**src/design/xcfr_pkg.sv**
```systemverilog
// Shared constants and controller/datapath interface types of the frame receiver
`default_nettype none

package xcfr_pkg;

   localparam int MAX_PAYLOAD_DEF = 64;

   localparam int BYTE_W      = 8;
   localparam int LEN_W       = 7;
   localparam int POS_W       = 6;
   localparam int FILL_W      = 7;
   localparam int CSR_INDEX_W = 1;

   localparam logic [BYTE_W-1:0] START_FIRST_RST  = 8'hAA;
   localparam logic [BYTE_W-1:0] START_SECOND_RST = 8'h55;

   localparam logic [CSR_INDEX_W-1:0] CSR_START_FIRST  = 1'b0;
   localparam logic [CSR_INDEX_W-1:0] CSR_START_SECOND = 1'b1;

   typedef struct packed {
      logic take_type;
      logic take_len_hi;
      logic take_len_lo;
      logic take_data;
      logic start_emit;
      logic issue_read;
      logic load_out;
   } xcfr_cmd_type;

   typedef struct packed {
      logic first_hit;
      logic second_hit;
      logic len_zero;
      logic len_over;
      logic fill_done;
      logic check_hit;
      logic frame_empty;
      logic emit_last;
      logic out_free;
   } xcfr_stat_type;

endpackage

`default_nettype wire

```
**src/design/xcfr_ctrl.sv**
```systemverilog
// Parse and emit sequencer of the frame receiver
`default_nettype none

module xcfr_ctrl (
   input  wire logic                  clock,
   input  wire logic                  reset,
   input  wire logic                  req_valid,
   output logic                       req_ready,
   input  wire xcfr_pkg::xcfr_stat_type stat,
   output xcfr_pkg::xcfr_cmd_type     cmd
);

   typedef enum logic [3:0] {
      ST_HUNT0,
      ST_HUNT1,
      ST_TYPE,
      ST_LEN_HI,
      ST_LEN_LO,
      ST_DATA,
      ST_CHECK,
      ST_EMIT_READ,
      ST_EMIT_LOAD
   } state_type;

   state_type state_ff;
   state_type state_in;
   logic      accept;

   assign req_ready = (state_ff != ST_EMIT_READ) && (state_ff != ST_EMIT_LOAD);
   assign accept    = req_valid && req_ready;

   always_comb begin
      state_in = state_ff;
      cmd      = '0;
      unique case (state_ff)
         ST_HUNT0: begin
            if (accept && stat.first_hit) begin
               state_in = ST_HUNT1;
            end
         end
         ST_HUNT1: begin
            if (accept) begin
               state_in = stat.second_hit ? ST_TYPE : ST_HUNT0;
            end
         end
         ST_TYPE: begin
            if (accept) begin
               cmd.take_type = 1'b1;
               state_in      = ST_LEN_HI;
            end
         end
         ST_LEN_HI: begin
            if (accept) begin
               cmd.take_len_hi = 1'b1;
               state_in        = ST_LEN_LO;
            end
         end
         ST_LEN_LO: begin
            if (accept) begin
               cmd.take_len_lo = 1'b1;
               if (stat.len_zero) begin
                  state_in = ST_CHECK;
               end else if (stat.len_over) begin
                  state_in = ST_HUNT0;
               end else begin
                  state_in = ST_DATA;
               end
            end
         end
         ST_DATA: begin
            if (accept) begin
               cmd.take_data = 1'b1;
               if (stat.fill_done) begin
                  state_in = ST_CHECK;
               end
            end
         end
         ST_CHECK: begin
            if (accept) begin
               if (stat.check_hit) begin
                  cmd.start_emit = 1'b1;
                  state_in       = stat.frame_empty ? ST_EMIT_LOAD : ST_EMIT_READ;
               end else begin
                  state_in = ST_HUNT0;
               end
            end
         end
         ST_EMIT_READ: begin
            cmd.issue_read = 1'b1;
            state_in       = ST_EMIT_LOAD;
         end
         ST_EMIT_LOAD: begin
            if (stat.out_free) begin
               cmd.load_out = 1'b1;
               state_in     = stat.emit_last ? ST_HUNT0 : ST_EMIT_READ;
            end
         end
         default: begin
            state_in = ST_HUNT0;
         end
      endcase
   end

   always_ff @(posedge clock) begin
      if (reset) begin
         state_ff <= ST_HUNT0;
      end else begin
         state_ff <= state_in;
      end
   end

endmodule

`default_nettype wire

```
**src/design/xcfr_dpath.sv**
```systemverilog
// Datapath of the frame receiver: header capture, checksum, payload store, output register
`default_nettype none

module xcfr_dpath #(
   parameter int MAX_PAYLOAD = xcfr_pkg::MAX_PAYLOAD_DEF
) (
   input  wire logic                                clock,
   input  wire logic                                reset,
   input  wire logic [xcfr_pkg::BYTE_W-1:0]         req_rx_byte,
   input  wire logic                                csr_wr_en,
   input  wire logic [xcfr_pkg::CSR_INDEX_W-1:0]    csr_index,
   input  wire logic [xcfr_pkg::BYTE_W-1:0]         csr_wdata,
   input  wire xcfr_pkg::xcfr_cmd_type              cmd,
   output xcfr_pkg::xcfr_stat_type                  stat,
   output logic                                     rsp_valid,
   input  wire logic                                rsp_ready,
   output logic [xcfr_pkg::BYTE_W-1:0]              rsp_frame_type,
   output logic [xcfr_pkg::LEN_W-1:0]               rsp_frame_length,
   output logic                                     rsp_data_valid,
   output logic [xcfr_pkg::BYTE_W-1:0]              rsp_payload_byte,
   output logic [xcfr_pkg::POS_W-1:0]               rsp_byte_position,
   output logic                                     rsp_last_of_frame
);

   localparam int AddrW = (MAX_PAYLOAD > 1) ? $clog2(MAX_PAYLOAD) : 1;
   localparam logic [xcfr_pkg::BYTE_W-1:0] MaxLen = xcfr_pkg::BYTE_W'(MAX_PAYLOAD);

   logic [xcfr_pkg::BYTE_W-1:0] start_first_ff, start_first_in;
   logic [xcfr_pkg::BYTE_W-1:0] start_second_ff, start_second_in;
   logic [xcfr_pkg::BYTE_W-1:0] type_ff, type_in;
   logic [xcfr_pkg::BYTE_W-1:0] xor_ff, xor_in;
   logic [xcfr_pkg::BYTE_W-1:0] len_hi_ff, len_hi_in;
   logic [xcfr_pkg::LEN_W-1:0]  len_ff, len_in;
   logic [xcfr_pkg::FILL_W-1:0] fill_ff, fill_in, fill_next;
   logic [xcfr_pkg::POS_W-1:0]  emit_ff, emit_in;
   logic [xcfr_pkg::LEN_W-1:0]  emit_next;
   logic [xcfr_pkg::BYTE_W-1:0] rd_data_ff;

   logic                        out_valid_ff, out_valid_in;
   logic [xcfr_pkg::BYTE_W-1:0] out_type_ff, out_type_in;
   logic [xcfr_pkg::LEN_W-1:0]  out_len_ff, out_len_in;
   logic                        out_dv_ff, out_dv_in;
   logic [xcfr_pkg::BYTE_W-1:0] out_byte_ff, out_byte_in;
   logic [xcfr_pkg::POS_W-1:0]  out_pos_ff, out_pos_in;
   logic                        out_last_ff, out_last_in;

   logic [xcfr_pkg::BYTE_W-1:0] store [MAX_PAYLOAD];

   assign fill_next = fill_ff + xcfr_pkg::FILL_W'(1);
   assign emit_next = xcfr_pkg::LEN_W'(emit_ff) + xcfr_pkg::LEN_W'(1);

   always_comb begin
      stat.first_hit   = (req_rx_byte == start_first_ff);
      stat.second_hit  = (req_rx_byte == start_second_ff);
      stat.len_zero    = (len_hi_ff == '0) && (req_rx_byte == '0);
      stat.len_over    = (len_hi_ff != '0) || (req_rx_byte > MaxLen);
      stat.fill_done   = (fill_next >= len_ff);
      stat.check_hit   = (req_rx_byte == xor_ff);
      stat.frame_empty = (len_ff == '0);
      stat.emit_last   = (len_ff == '0) || (emit_next == len_ff);
      stat.out_free    = !out_valid_ff || rsp_ready;
   end

   // register writes
   always_comb begin
      start_first_in  = start_first_ff;
      start_second_in = start_second_ff;
      if (csr_wr_en) begin
         unique case (csr_index)
            xcfr_pkg::CSR_START_FIRST:  start_first_in  = csr_wdata;
            xcfr_pkg::CSR_START_SECOND: start_second_in = csr_wdata;
            default: begin
               start_first_in = start_first_ff;
            end
         endcase
      end
   end

   always_comb begin
      type_in   = cmd.take_type ? req_rx_byte : type_ff;
      len_hi_in = cmd.take_len_hi ? req_rx_byte : len_hi_ff;
      len_in    = cmd.take_len_lo ? req_rx_byte[xcfr_pkg::LEN_W-1:0] : len_ff;

      if (cmd.take_type) begin
         xor_in = req_rx_byte;
      end else if (cmd.take_len_hi || cmd.take_len_lo || cmd.take_data) begin
         xor_in = xor_ff ^ req_rx_byte;
      end else begin
         xor_in = xor_ff;
      end

      if (cmd.take_len_lo) begin
         fill_in = '0;
      end else if (cmd.take_data) begin
         fill_in = fill_next;
      end else begin
         fill_in = fill_ff;
      end

      if (cmd.start_emit) begin
         emit_in = '0;
      end else if (cmd.load_out) begin
         emit_in = emit_next[xcfr_pkg::POS_W-1:0];
      end else begin
         emit_in = emit_ff;
      end
   end

   always_comb begin
      out_type_in = out_type_ff;
      out_len_in  = out_len_ff;
      out_dv_in   = out_dv_ff;
      out_byte_in = out_byte_ff;
      out_pos_in  = out_pos_ff;
      out_last_in = out_last_ff;
      if (cmd.load_out) begin
         out_valid_in = 1'b1;
         out_type_in  = type_ff;
         out_len_in   = len_ff;
         out_dv_in    = !stat.frame_empty;
         out_byte_in  = stat.frame_empty ? '0 : rd_data_ff;
         out_pos_in   = emit_ff;
         out_last_in  = stat.emit_last;
      end else if (rsp_ready) begin
         out_valid_in = 1'b0;
      end else begin
         out_valid_in = out_valid_ff;
      end
   end

   always_ff @(posedge clock) begin
      if (reset) begin
         start_first_ff  <= xcfr_pkg::START_FIRST_RST;
         start_second_ff <= xcfr_pkg::START_SECOND_RST;
         fill_ff         <= '0;
         emit_ff         <= '0;
         out_valid_ff    <= 1'b0;
      end else begin
         start_first_ff  <= start_first_in;
         start_second_ff <= start_second_in;
         fill_ff         <= fill_in;
         emit_ff         <= emit_in;
         out_valid_ff    <= out_valid_in;
      end
   end

   always_ff @(posedge clock) begin
      type_ff     <= type_in;
      xor_ff      <= xor_in;
      len_hi_ff   <= len_hi_in;
      len_ff      <= len_in;
      out_type_ff <= out_type_in;
      out_len_ff  <= out_len_in;
      out_dv_ff   <= out_dv_in;
      out_byte_ff <= out_byte_in;
      out_pos_ff  <= out_pos_in;
      out_last_ff <= out_last_in;
   end

   // payload store: write on each payload byte, registered read while emitting
   always_ff @(posedge clock) begin
      if (cmd.take_data) begin
         store[fill_ff[AddrW-1:0]] <= req_rx_byte;
      end
      if (cmd.issue_read) begin
         rd_data_ff <= store[emit_ff[AddrW-1:0]];
      end
   end

   assign rsp_valid         = out_valid_ff;
   assign rsp_frame_type    = out_type_ff;
   assign rsp_frame_length  = out_len_ff;
   assign rsp_data_valid    = out_dv_ff;
   assign rsp_payload_byte  = out_byte_ff;
   assign rsp_byte_position = out_pos_ff;
   assign rsp_last_of_frame = out_last_ff;

endmodule

`default_nettype wire

```
**src/design/xor_checked_frame_receiver.sv**
```systemverilog
// Length-prefixed frame receiver with XOR check byte: top level
//
// The req channel takes one received link byte per request (req_rx_byte).
// Frames are: two start bytes, type, length high, length low, payload,
// check byte (XOR of type, both length bytes and payload). Start byte values
// come from csr registers 0 and 1 (reset 0xAA and 0x55); the user must write
// them only while idle, which the block does not enforce. While parsing, a
// request is taken every cycle. A frame whose check byte matches is played out
// on the rsp channel, one response per payload byte with position, length, type
// and a last mark; an empty frame gives a single response with rsp_data_valid
// low. Oversized or failed frames give nothing.
// After the check byte is taken, each response goes through a registered
// payload store read, then an output register load (an empty frame goes
// straight to the load); req_ready is low during playback, which lasts until
// the last response is loaded and is extended by any rsp stall.
// rsp_ready low holds the output register; the final response may wait there
// while parsing of the next frame goes on.
// Reset (synchronous) returns to hunting the first start byte, empties the
// output register and restores the start byte registers.
`default_nettype none

module xor_checked_frame_receiver #(
   parameter int MAX_PAYLOAD = xcfr_pkg::MAX_PAYLOAD_DEF
) (
   input  wire logic                             clock,
   input  wire logic                             reset,
   input  wire logic                             req_valid,
   output logic                                  req_ready,
   input  wire logic [xcfr_pkg::BYTE_W-1:0]      req_rx_byte,
   output logic                                  rsp_valid,
   input  wire logic                             rsp_ready,
   output logic [xcfr_pkg::BYTE_W-1:0]           rsp_frame_type,
   output logic [xcfr_pkg::LEN_W-1:0]            rsp_frame_length,
   output logic                                  rsp_data_valid,
   output logic [xcfr_pkg::BYTE_W-1:0]           rsp_payload_byte,
   output logic [xcfr_pkg::POS_W-1:0]            rsp_byte_position,
   output logic                                  rsp_last_of_frame,
   input  wire logic                             csr_wr_en,
   input  wire logic [xcfr_pkg::CSR_INDEX_W-1:0] csr_index,
   input  wire logic [xcfr_pkg::BYTE_W-1:0]      csr_wdata
);

   xcfr_pkg::xcfr_cmd_type  cmd;
   xcfr_pkg::xcfr_stat_type stat;

   xcfr_ctrl u_ctrl (
      .clock     (clock),
      .reset     (reset),
      .req_valid (req_valid),
      .req_ready (req_ready),
      .stat      (stat),
      .cmd       (cmd)
   );

   xcfr_dpath #(
      .MAX_PAYLOAD (MAX_PAYLOAD)
   ) u_dpath (
      .clock             (clock),
      .reset             (reset),
      .req_rx_byte       (req_rx_byte),
      .csr_wr_en         (csr_wr_en),
      .csr_index         (csr_index),
      .csr_wdata         (csr_wdata),
      .cmd               (cmd),
      .stat              (stat),
      .rsp_valid         (rsp_valid),
      .rsp_ready         (rsp_ready),
      .rsp_frame_type    (rsp_frame_type),
      .rsp_frame_length  (rsp_frame_length),
      .rsp_data_valid    (rsp_data_valid),
      .rsp_payload_byte  (rsp_payload_byte),
      .rsp_byte_position (rsp_byte_position),
      .rsp_last_of_frame (rsp_last_of_frame)
   );

endmodule

`default_nettype wire

```
**config.mk**
```make
export PLATFORM = sky130hd
export DESIGN_NAME = xor_checked_frame_receiver
export DESIGN_NICKNAME = d
export VERILOG_FILES = /design/src/design/xcfr_pkg.sv /design/src/design/xcfr_ctrl.sv /design/src/design/xcfr_dpath.sv /design/src/design/xor_checked_frame_receiver.sv
export SDC_FILE = /design/constraint.sdc
export NUM_CORES = 1
export LEC_CHECK = 0
export BUFFER_PORTS_ARGS = -buffer_cell sky130_fd_sc_hd__clkbuf_2
export CORE_AREA = 2 2 239 265
export CTS_BUF_LIST = sky130_fd_sc_hd__clkbuf_16
export CTS_CLUSTER_SIZE = 25
export DETAILED_ROUTE_END_ITERATION = 10
export DIE_AREA = 0 0 241 267
export GPL_ROUTABILITY_DRIVEN = 0
export PLACE_DENSITY = 0.56
export SYNTH_ARGS = -nofsm -noshare
export SYNTH_HDL_FRONTEND = slang
export SYNTH_HIERARCHICAL = 1
export SYNTH_SLANG_ARGS = --single-unit
```
**constraint.sdc**
```tcl
create_clock -name clock -period 3.8 [get_ports clock]
set_clock_uncertainty 0.1 [all_clocks]
set_input_delay 0.76 -clock clock [delete_from_list [all_inputs] [get_ports clock]]
set_output_delay 0.76 -clock clock [all_outputs]
set_load 0.1 [all_outputs]
```
Yosys cells after proc, flatten, opt, wreduce, memory -nomap -nowiden

Memories as Yosys holds them, arrays and structs flattened. A register that Yosys moved wholly into a read port is not among the register bits.
Index checks and enable logic that the tools add are counted.
W data, S select, Z words.

Register bits: 96
Memory bits (writable): 512
Bits of input ports: 22
Word-level logic and storage cells: 102
Memories: 1

Memories:

| memory        | words | width | rd ports | clocked after Yosys merged registers in | wr ports | line             | RTL |
|---|---|---|---|---|---|---|---|
| u_dpath.store | 64    | 8     | 1        | 1                                       | 1        | xcfr_dpath.sv:47 | `logic [xcfr_pkg::BYTE_W-1:0] store [MAX_PAYLOAD];` |

Add/sub/neg operators: 2
Order comparisons: 2
Eq/ne operators: 23
Multiplexer cells: 33
Bitwise gates (word level): 2
Reductions and logical operators: 23

Operators by type and width:

| cell                  | number |
|---|---|
| $mux W4               | 11 |
| $pmux W4 S9           | 1 |
| $eq A8 B8 Y1          | 3 |
| $eq A4 B3 Y1 const B  | 4 |
| $logic_not A8 Y1      | 2 |
| $mux W8               | 2 |
| $mux W1               | 15 |
| $ne A2 B1 Y1 const B  | 7 |
| $mux W3               | 3 |
| $reduce_and A9 Y1     | 1 |
| $eq A4 B2 Y1 const B  | 2 |
| $gt A8 B7 Y1 const B  | 1 |
| $reduce_bool A8 Y1    | 1 |
| $xor A8 B8 Y8         | 1 |
| $add A6 B1 Y7 const B | 1 |
| $add A7 B1 Y7 const B | 1 |
| $eq A7 B7 Y1          | 1 |
| $ge A7 B7 Y1          | 1 |
| $logic_not A7 Y1      | 1 |
| $logic_or A1 B1 Y1    | 5 |
| $eq A4 B1 Y1 const B  | 1 |
| $eq A4 B4 Y1 const B  | 1 |
| $logic_and A1 B1 Y1   | 4 |
| $logic_not A4 Y1      | 1 |
| other kinds (9)       | 14 |

Longest topological paths before layout

Gate-level depths: netlist of the first run.

Depth after elaboration: 9
Mapped depth: 12

Hierarchy

The synthesis of the first run kept the hierarchy.

By module, submodules not included:

| module     | times used | cells an instance | area an instance (um^2) | sequential area each (um^2) |
|---|---|---|---|---|
| xcfr_dpath | 1          | 1234              | 23966.7                 | 18077.3 |
| xcfr_ctrl  | 1          | 64                | 462.9                   | 80.1 |

Least setup slack after synthesis of the first run

OpenSTA, ideal clock, no wires.

Path kind: register -> output
Start: register u_ctrl.state_ff[0]
End: output req_ready
Arrival time: 2.413 ns
Required time: 2.940 ns
Slack: 0.527 ns
Cell stages (with the launch flop): 5
Buffers on the path: 1
Cell sequence: dfxtp_1 buf_2 inv_1 nor4_1 nor2_1

Word-level cells in the longest chain between the ends: 2
Elaborated cells between the ends (all ways): 3
Classes of those cells: eq/ne (2); reduce/logical (1)

Ends and longest elaborated chain:

| what                                                | line                             | RTL |
|---|---|---|
| start: declaration                                  | xcfr_ctrl.sv:25                  | `state_type state_ff;` |
| start signal: assignment                            | xcfr_ctrl.sv:108                 | `state_ff <= state_in;` |
| $ne A4 B3 Y1 / $ne A4 B4 Y1 (equally long branches) | xcfr_ctrl.sv:29                  | `assign req_ready = (state_ff != ST_EMIT_READ) && (state_ff != ST_EMIT_LOAD);` |
| $logic_and A1 B1 Y1 *                               | xcfr_ctrl.sv:29                  |  |
| end: declaration                                    | xor_checked_frame_receiver.sv:28 | `output logic req_ready,` |

Every way passes the cells marked *; elsewhere a longest branch is shown, timed or not.

Worst setup path after layout of the first run

Ends and elaborated chain as after synthesis.

==> flow_metrics.env, run 1 <==
export IMPL_cts_setup_buffers=0
export IMPL_clk_latency_ns=0.61
export IMPL_placed_cell_area_um2=26000
export IMPL_cp_slowest_stage_delay_ns=0.62
export IMPL_synthCells=1298
export IMPL_first_global_vias=12600
export IMPL_die_w_um=241
export IMPL_antenna_cells=0
export IMPL_worstSetupEndpoint="req_ready"
export IMPL_row_count=96
export IMPL_reg2reg_to="u_ctrl/state_ff[1]"
export IMPL_synth_seq_cells=616
export IMPL_cts_resized=0
export IMPL_crit_chain="inv_1 -> nor4_2 -> buf_4 -> nor2_1 -> clkbuf_2"
export IMPL_crit_cells=5
export IMPL_worst_ep_required_time_ns=2.94
export IMPL_r2r_start="u_dpath/fill_ff[3]"
export IMPL_clock_sinks=616
export IMPL_crit_start="u_ctrl/state_ff[0]"
export IMPL_hold_violations=0
export IMPL_leakagePower_nw=8.84
export IMPL_timing_hold_ws_ns=0.282
export IMPL_maxCapViolations=0
export IMPL_synthFlopType="edfxtp_1"
export IMPL_critical_path_class="reg2out"
export IMPL_synth_simple_area_share_pct=5.25
export IMPL_nets=1455
export IMPL_finalPower_w=0.0138
export IMPL_grt_ovfl_total=0
export IMPL_hold_class="in2reg"
export IMPL_slowest_stage="dfxtp_1"
export IMPL_yosysUniqueCellTypes=57
export IMPL_synth_compound_area_share_pct=3.52
export IMPL_setup_tns_ns=0
export IMPL_synth_warnings=6
export IMPL_fp_dieH_um=267
export IMPL_status="completed"
export IMPL_finalCritPeriodShare_pct=85.1
export IMPL_start_kind="register"
export IMPL_ant_nets=0
export IMPL_wirelength_um=56000
export IMPL_portBuffers=54
export IMPL_max_slew_margin_pct=33.5
export IMPL_design_area_um2=28100
export IMPL_syn_num_nets=1329
export IMPL_dr_first_iter_drc_count=1081
export IMPL_postCtsHoldBufs=0
export IMPL_worstRegToRegCells=10
export IMPL_final_layout_size_suffix_gt1_share_pct=25.4
export IMPL_synth_edf_count=582
export IMPL_routed_via_density=5.39
export IMPL_seq_area_frac_synth_pct=74.3
export IMPL_antenna_found_initial=1
export IMPL_tightest_slew_ns=0.995
export IMPL_syn_cell_area_um2=24400
export IMPL_crit_fanout=17
export IMPL_grt_first_pass_wirelength_um=83500
export IMPL_drt_drc_violations_left=0
export IMPL_cts_clk_slew_worst_paths_ns=0.06
export IMPL_ios=55
export IMPL_synthArstFlopShare_pct=0
export IMPL_synth_top_family_by_area="multiplexers"
export IMPL_synth_area_per_cell_um2=18.8
export IMPL_crit_buf_inv=3
export IMPL_setup_viol=0
export IMPL_fillers=5270
export IMPL_core_area_um2=61700
export IMPL_grt_usage_pct=17.8
export IMPL_start_util_pct=39.6
export IMPL_num_vias=12400
export IMPL_cpLargestDelayFamily="buffers and inverters"
export IMPL_rsz0062_at_grt="no"
export IMPL_drt_pass1_iter_count=5
export IMPL_grt_start_max_net_pins=68
export IMPL_vdd_drop_max_mv=0.348
export IMPL_dp_hpwl_um=35900
export IMPL_design_die_area_um2=64300
export IMPL_synthAdderAreaFrac_pct=0.461
export IMPL_wl_per_cell_um=24.3
export IMPL_maxSlewViolCount=0
export IMPL_power_density_nw_per_um2=490
export IMPL_arrival_ns=2.37
export IMPL_area_growth_pct=14.9
export IMPL_cts_tree="yes"
export IMPL_fmax_ghz=0.309
export IMPL_synth_area_mux_share_pct=12.5
export IMPL_htree_levels=2
export IMPL_r2r_setup_slack_ns=0.77
export IMPL_numCtsBuffers=57
export IMPL_layout_min_cycle_time_ns=3.23
export IMPL_synthXorXnorAreaFrac_pct=1.94
export IMPL_cts_max_path_buffers=3
export IMPL_cts_root_buffer="clkbuf_16"
export IMPL_end_kind="output port"
## layout by cell type, fill, tap and decap left out, types with 11 or more instances in the layout
cell type	netlist	layout
nand3_1	17	17
a21oi_1	16	16
edfxtp_1	582	582
dfxtp_1	34	31
mux4_2	123	123
nand2_1	57	57
xnor2_1	43	43
inv_1	14	22
clkbuf_16	0	59
bufinv_16	0	13
o22ai_1	25	25
clkbuf_2	1	48
nand2b_1	12	12
buf_4	5	84
xor2_1	11	11
a22oi_1	32	32
nor2_1	99	99
and2_1	11	11
## cells in the mapped netlist (all sizes together) (9+ instances only)
master | instances | area, µm²
a21oi | 16 | 80.1
a22oi | 32 | 240
and2 | 11 | 68.8
buf | 38 | 302
clkbuf | 37 | 140
dfxtp | 34 | 681
edfxtp | 582 | 17500
ha | 9 | 113
inv | 14 | 52.6
mux4 | 128 | 2900
nand2 | 57 | 214
nand2b | 12 | 75.1
nand3 | 17 | 85.1
nand3b | 9 | 67.6
nand4 | 10 | 62.6
nor2 | 99 | 372
nor3 | 10 | 50.1
nor4 | 11 | 68.8
o21ai | 9 | 45.0
o22ai | 25 | 156
xnor2 | 43 | 377
xor2 | 11 | 96.3
## cell families (layout without fill, tap and decap cells)
logic type | after synthesis | after routing
flops | 616 | 616
simple gates | 268 | 268
mux | 142 | 142
compound gates | 120 | 120
buf+inv | 89 | 262
xor+xnor | 54 | 54
fa+ha+maj | 9 | 9
## routing by layer
metal	routed length [µm]	global-route usage [%]
met3	3300	2.92
met4	1620	5.69
met1	23200	23.9
met5	8	0
met2	27900	29.5
## worst min-delay path by stage
stage | start | end | slack [ns] | cells past startpoint
4_1_cts | csr_wdata[1] | u_dpath/start_first_ff[1] | 0.24 | 3
3_3_place_gp | u_dpath/type_ff[2] | u_dpath/rsp_frame_type[2] | 0.30 | 0
2_1_floorplan | u_dpath/type_ff[0] | u_dpath/rsp_frame_type[0] | 0.30 | 0
6_report | csr_wdata[1] | u_dpath/start_first_ff[1] | 0.28 | 3
5_1_grt | csr_wdata[1] | u_dpath/start_first_ff[1] | 0.28 | 3
3_5_place_dp | u_dpath/type_ff[1] | u_dpath/rsp_frame_type[1] | 0.31 | 0
## final cells by class
class | instances | area, µm² | share of cell area (%)
multi-input cells | 593 | 5780 | 20.6
flip-flops and latches | 616 | 18200 | 64.7
clock buffers | 59 | 1480 | 5.26
clock inverters | 47 | 558 | 1.99
inverters | 14 | 52.6 | 0.187
repair buffers | 142 | 981 | 3.50
well taps | 833 | 1040 | 3.71
## sequential cells by signal (all words and copies together), names as in the netlist, 7 cells and up
| register | cells |
|---|---|
| u_dpath/store | 512 |
| u_dpath/len_hi_ff | 8 |
| u_dpath/rd_data_ff | 8 |
| u_dpath/rsp_frame_type | 8 |
| u_dpath/rsp_payload_byte | 8 |
| u_dpath/start_first_ff | 8 |
| u_dpath/start_second_ff | 8 |
| u_dpath/type_ff | 8 |
| u_dpath/xor_ff | 8 |
| u_dpath/fill_ff | 7 |
| u_dpath/len_ff | 7 |
| u_dpath/rsp_frame_length | 7 |
## power breakdown
| part | switching (W) | total [W] | leakage [nW] | internal (W) |
|---|---|---|---|---|
| clock | 0.00245 | 0.00614 | 1.01 | 0.00369 |
| sequential | 0.00000697 | 0.00742 | 5.52 | 0.00742 |
| combinational | 0.000154 | 0.000199 | 2.31 | 0.0000449 |
## per-stage QoR
step | cells | util (%) | worst slack [ns]
after global routing | 2304 | 45.5 | 0.371
after CTS | 2304 | 45.5 | 0.535
after floorplan | 1298 | - | 0.527
after global placement | 2198 | 42.2 | 0.824
final | 2304 | 45.5 | 0.568
after detailed placement | 2198 | 42.2 | 0.799
## worst reg2reg max path, cell delays in order (launching register included)
cell      delay [ns]
dfxtp_1         0.55
nand3_1         0.48
nor2_1          0.26
xor2_1          0.21
ha_1            0.27
a21oi_1         0.15
o31ai_1         0.09
nand3b_1        0.20
a211oi_2        0.29
nor3_1          0.11
a221oi_2        0.24
No activity file was read; power rests on OpenSTA's default activity.
==> run 2: changes to the inputs <==
CTS_BUF_LIST = default   (was sky130_fd_sc_hd__clkbuf_16)
SETUP_SLACK_MARGIN = 0.2   (was default)
clock period = 4.1 ns   (was 3.8 ns; I/O delays follow)
==> flow_metrics.env, run 2 (synthesis gave the netlist of run 1 again) <==
export IMPL_status="completed"
export IMPL_maxSlewViolCount=0
export IMPL_antenna_cells=0
export IMPL_layout_min_cycle_time_ns=3.43
export IMPL_grt_start_max_net_pins=68
export IMPL_clk_latency_ns=0.62
export IMPL_crit_fanout=12
export IMPL_largest_reg_flops=512
export IMPL_fillers=5319
export IMPL_nets=1431
export IMPL_final_cell_mix="edfxtp_1, mux4_2, nor2_1"
export IMPL_leakagePower_nw=8.63
export IMPL_end_kind="register"
export IMPL_setup_viol=0
export IMPL_start_kind="register"
export IMPL_htree_levels=2
export IMPL_fp_dieH_um=267
export IMPL_vdd_drop_max_mv=0.310
export IMPL_die_w_um=241
export IMPL_whs_path_depth=0
export IMPL_cts_clk_slew_worst_paths_ns=0.06
export IMPL_grt_ovfl_total=0
export IMPL_critical_path_class="reg2reg"
export IMPL_final_common_cell="edfxtp_1"
export IMPL_holdCritStartpoint="u_dpath/type_ff[1]"
export IMPL_r2r_start="u_dpath/fill_ff[3]"
export IMPL_final_layout_size_suffix_gt1_share_pct=24.1
export IMPL_r2r_setup_slack_ns=0.67
export IMPL_first_global_vias=12500
export IMPL_maxCapViolations=0
export IMPL_start_util_pct=39.6
export IMPL_ant_nets=0
export IMPL_cts_tree="yes"
export IMPL_design_die_area_um2=64300
export IMPL_dr_first_iter_drc_count=1089
export IMPL_num_vias=12300
export IMPL_grt_first_pass_wirelength_um=84600
export IMPL_drt_drc_violations_left=0
export IMPL_portBuffers=54
export IMPL_cts_setup_buffers=0
export IMPL_wl_per_cell_um=25.2
export IMPL_grt_usage_pct=18.1
export IMPL_worst_ep_required_time_ns=4.52
export IMPL_clock_sinks=616
export IMPL_core_area_um2=61700
export IMPL_antenna_found_initial=1
export IMPL_fmax_ghz=0.292
export IMPL_hold_class="reg2reg"
export IMPL_min_to="u_dpath/rsp_frame_type[1]"
export IMPL_tightest_slew_ns=0.951
export IMPL_finalCritPeriodShare_pct=83.6
export IMPL_postCtsHoldBufs=0
export IMPL_power_density_nw_per_um2=451
export IMPL_arrival_ns=3.85
export IMPL_cp_slowest_stage_delay_ns=0.61
export IMPL_dp_hpwl_um=36200
export IMPL_drt_pass1_iter_count=5
export IMPL_hold_violations=0
export IMPL_rsz0062_at_grt="no"
export IMPL_numCtsBuffers=58
export IMPL_row_count=96
export IMPL_ios=55
export IMPL_setup_tns_ns=0
export IMPL_cts_max_path_buffers=3
export IMPL_worstRegToRegCells=10
export IMPL_slowest_stage="nand3_1"
export IMPL_wirelength_um=57600
export IMPL_cts_root_buffer="clkbuf_16"
export IMPL_area_growth_pct=13.8
export IMPL_reg2reg_to="u_ctrl/state_ff[0]"
export IMPL_max_slew_margin_pct=36.4
export IMPL_setup_slack_ns=0.671
export IMPL_pre_cts_slack_ns=0.617
export IMPL_crit_chain="nand3_1 -> nor2_1 -> xor2_1 -> ha_1 -> nand2_1 -> o31ai_1 -> nand3b_1 -> a21oi_1 -> o31a_1 -> a211oi_1"
export IMPL_routed_via_density=5.38
export IMPL_cts_resized=0
[run 2: cell count changes in the layout (fill, tap and decap cells not counted), sizes merged]
cell / delta
inv: -8
clkinv: +7
buf: -25
clkinvlp: +3
bufinv: -5
clkbuf: +6
[run 2: routing by layer]
metal / vias up / global-route usage [%] / share of wire [%]
met1: 6410 / 24.3 / 43
met2: 359 / 30.6 / 49
met4: 0 / 5.61 / 2.8
li1: 5416 / - / -
met5: - / 0 / 0
met3: 98 / 2.65 / 4.9
[run 2: critical path: cells and delay by family, from the launching register on]
family | cells | cell delay [ns]
XOR/XNOR | 1 | 0.11
adder cells (fa/ha/maj) | 1 | 0.30
AO/OA/AOI/OAI | 4 | 1.07
AND/OR/NAND/NOR | 4 | 1.16
flip-flops | 1 | 0.60
[run 2: cell type report]
cell class	instances	area, µm²	share of cell area [%]
inverters	14	52.6	0.189
repair buffers	117	793	2.85
well taps	833	1040	3.75
flip-flops and latches	616	18200	65.4
clock inverters	44	452	1.63
multi-input cells	593	5780	20.8
clock buffers	65	1500	5.39
[run 2: worst max-delay path by stage]
stage                       startpoint                   end  cells after the start
CTS                 u_dpath/fill_ff[3]    u_ctrl/state_ff[0]                     10
global placement             req_valid  u_dpath/store[29][3]                      6
finish              u_dpath/fill_ff[3]    u_ctrl/state_ff[0]                     10
global route        u_dpath/fill_ff[3]    u_ctrl/state_ff[0]                     10
floorplan           u_ctrl/state_ff[0]             req_ready                      4
detailed placement           req_valid  u_dpath/store[61][4]                      6
[run 2: through the flow]
stage | hold slack [ns] | area [µm²] | utilization [%] | cells | total power (W)
detailed placement | 0.305 | 25800 | 41.9 | 2173 | 0.00721
finish | 0.318 | 27800 | 45.0 | 2282 | 0.0125
floorplan | 0.300 | 24400 | - | 1298 | 0.00707
global placement | 0.302 | 25800 | 41.9 | 2173 | 0.00721
global route | 0.325 | 27800 | 45.0 | 2282 | 0.0129
CTS | 0.316 | 27800 | 45.0 | 2282 | 0.0127
[run 2: power by group]
group	switching, W	leakage, nW	total [W]	internal [W]
registers	0.00000623	5.52	0.00688	0.00687
logic	0.000147	2.18	0.000188	0.0000410
clock network	0.00232	0.926	0.00546	0.00314
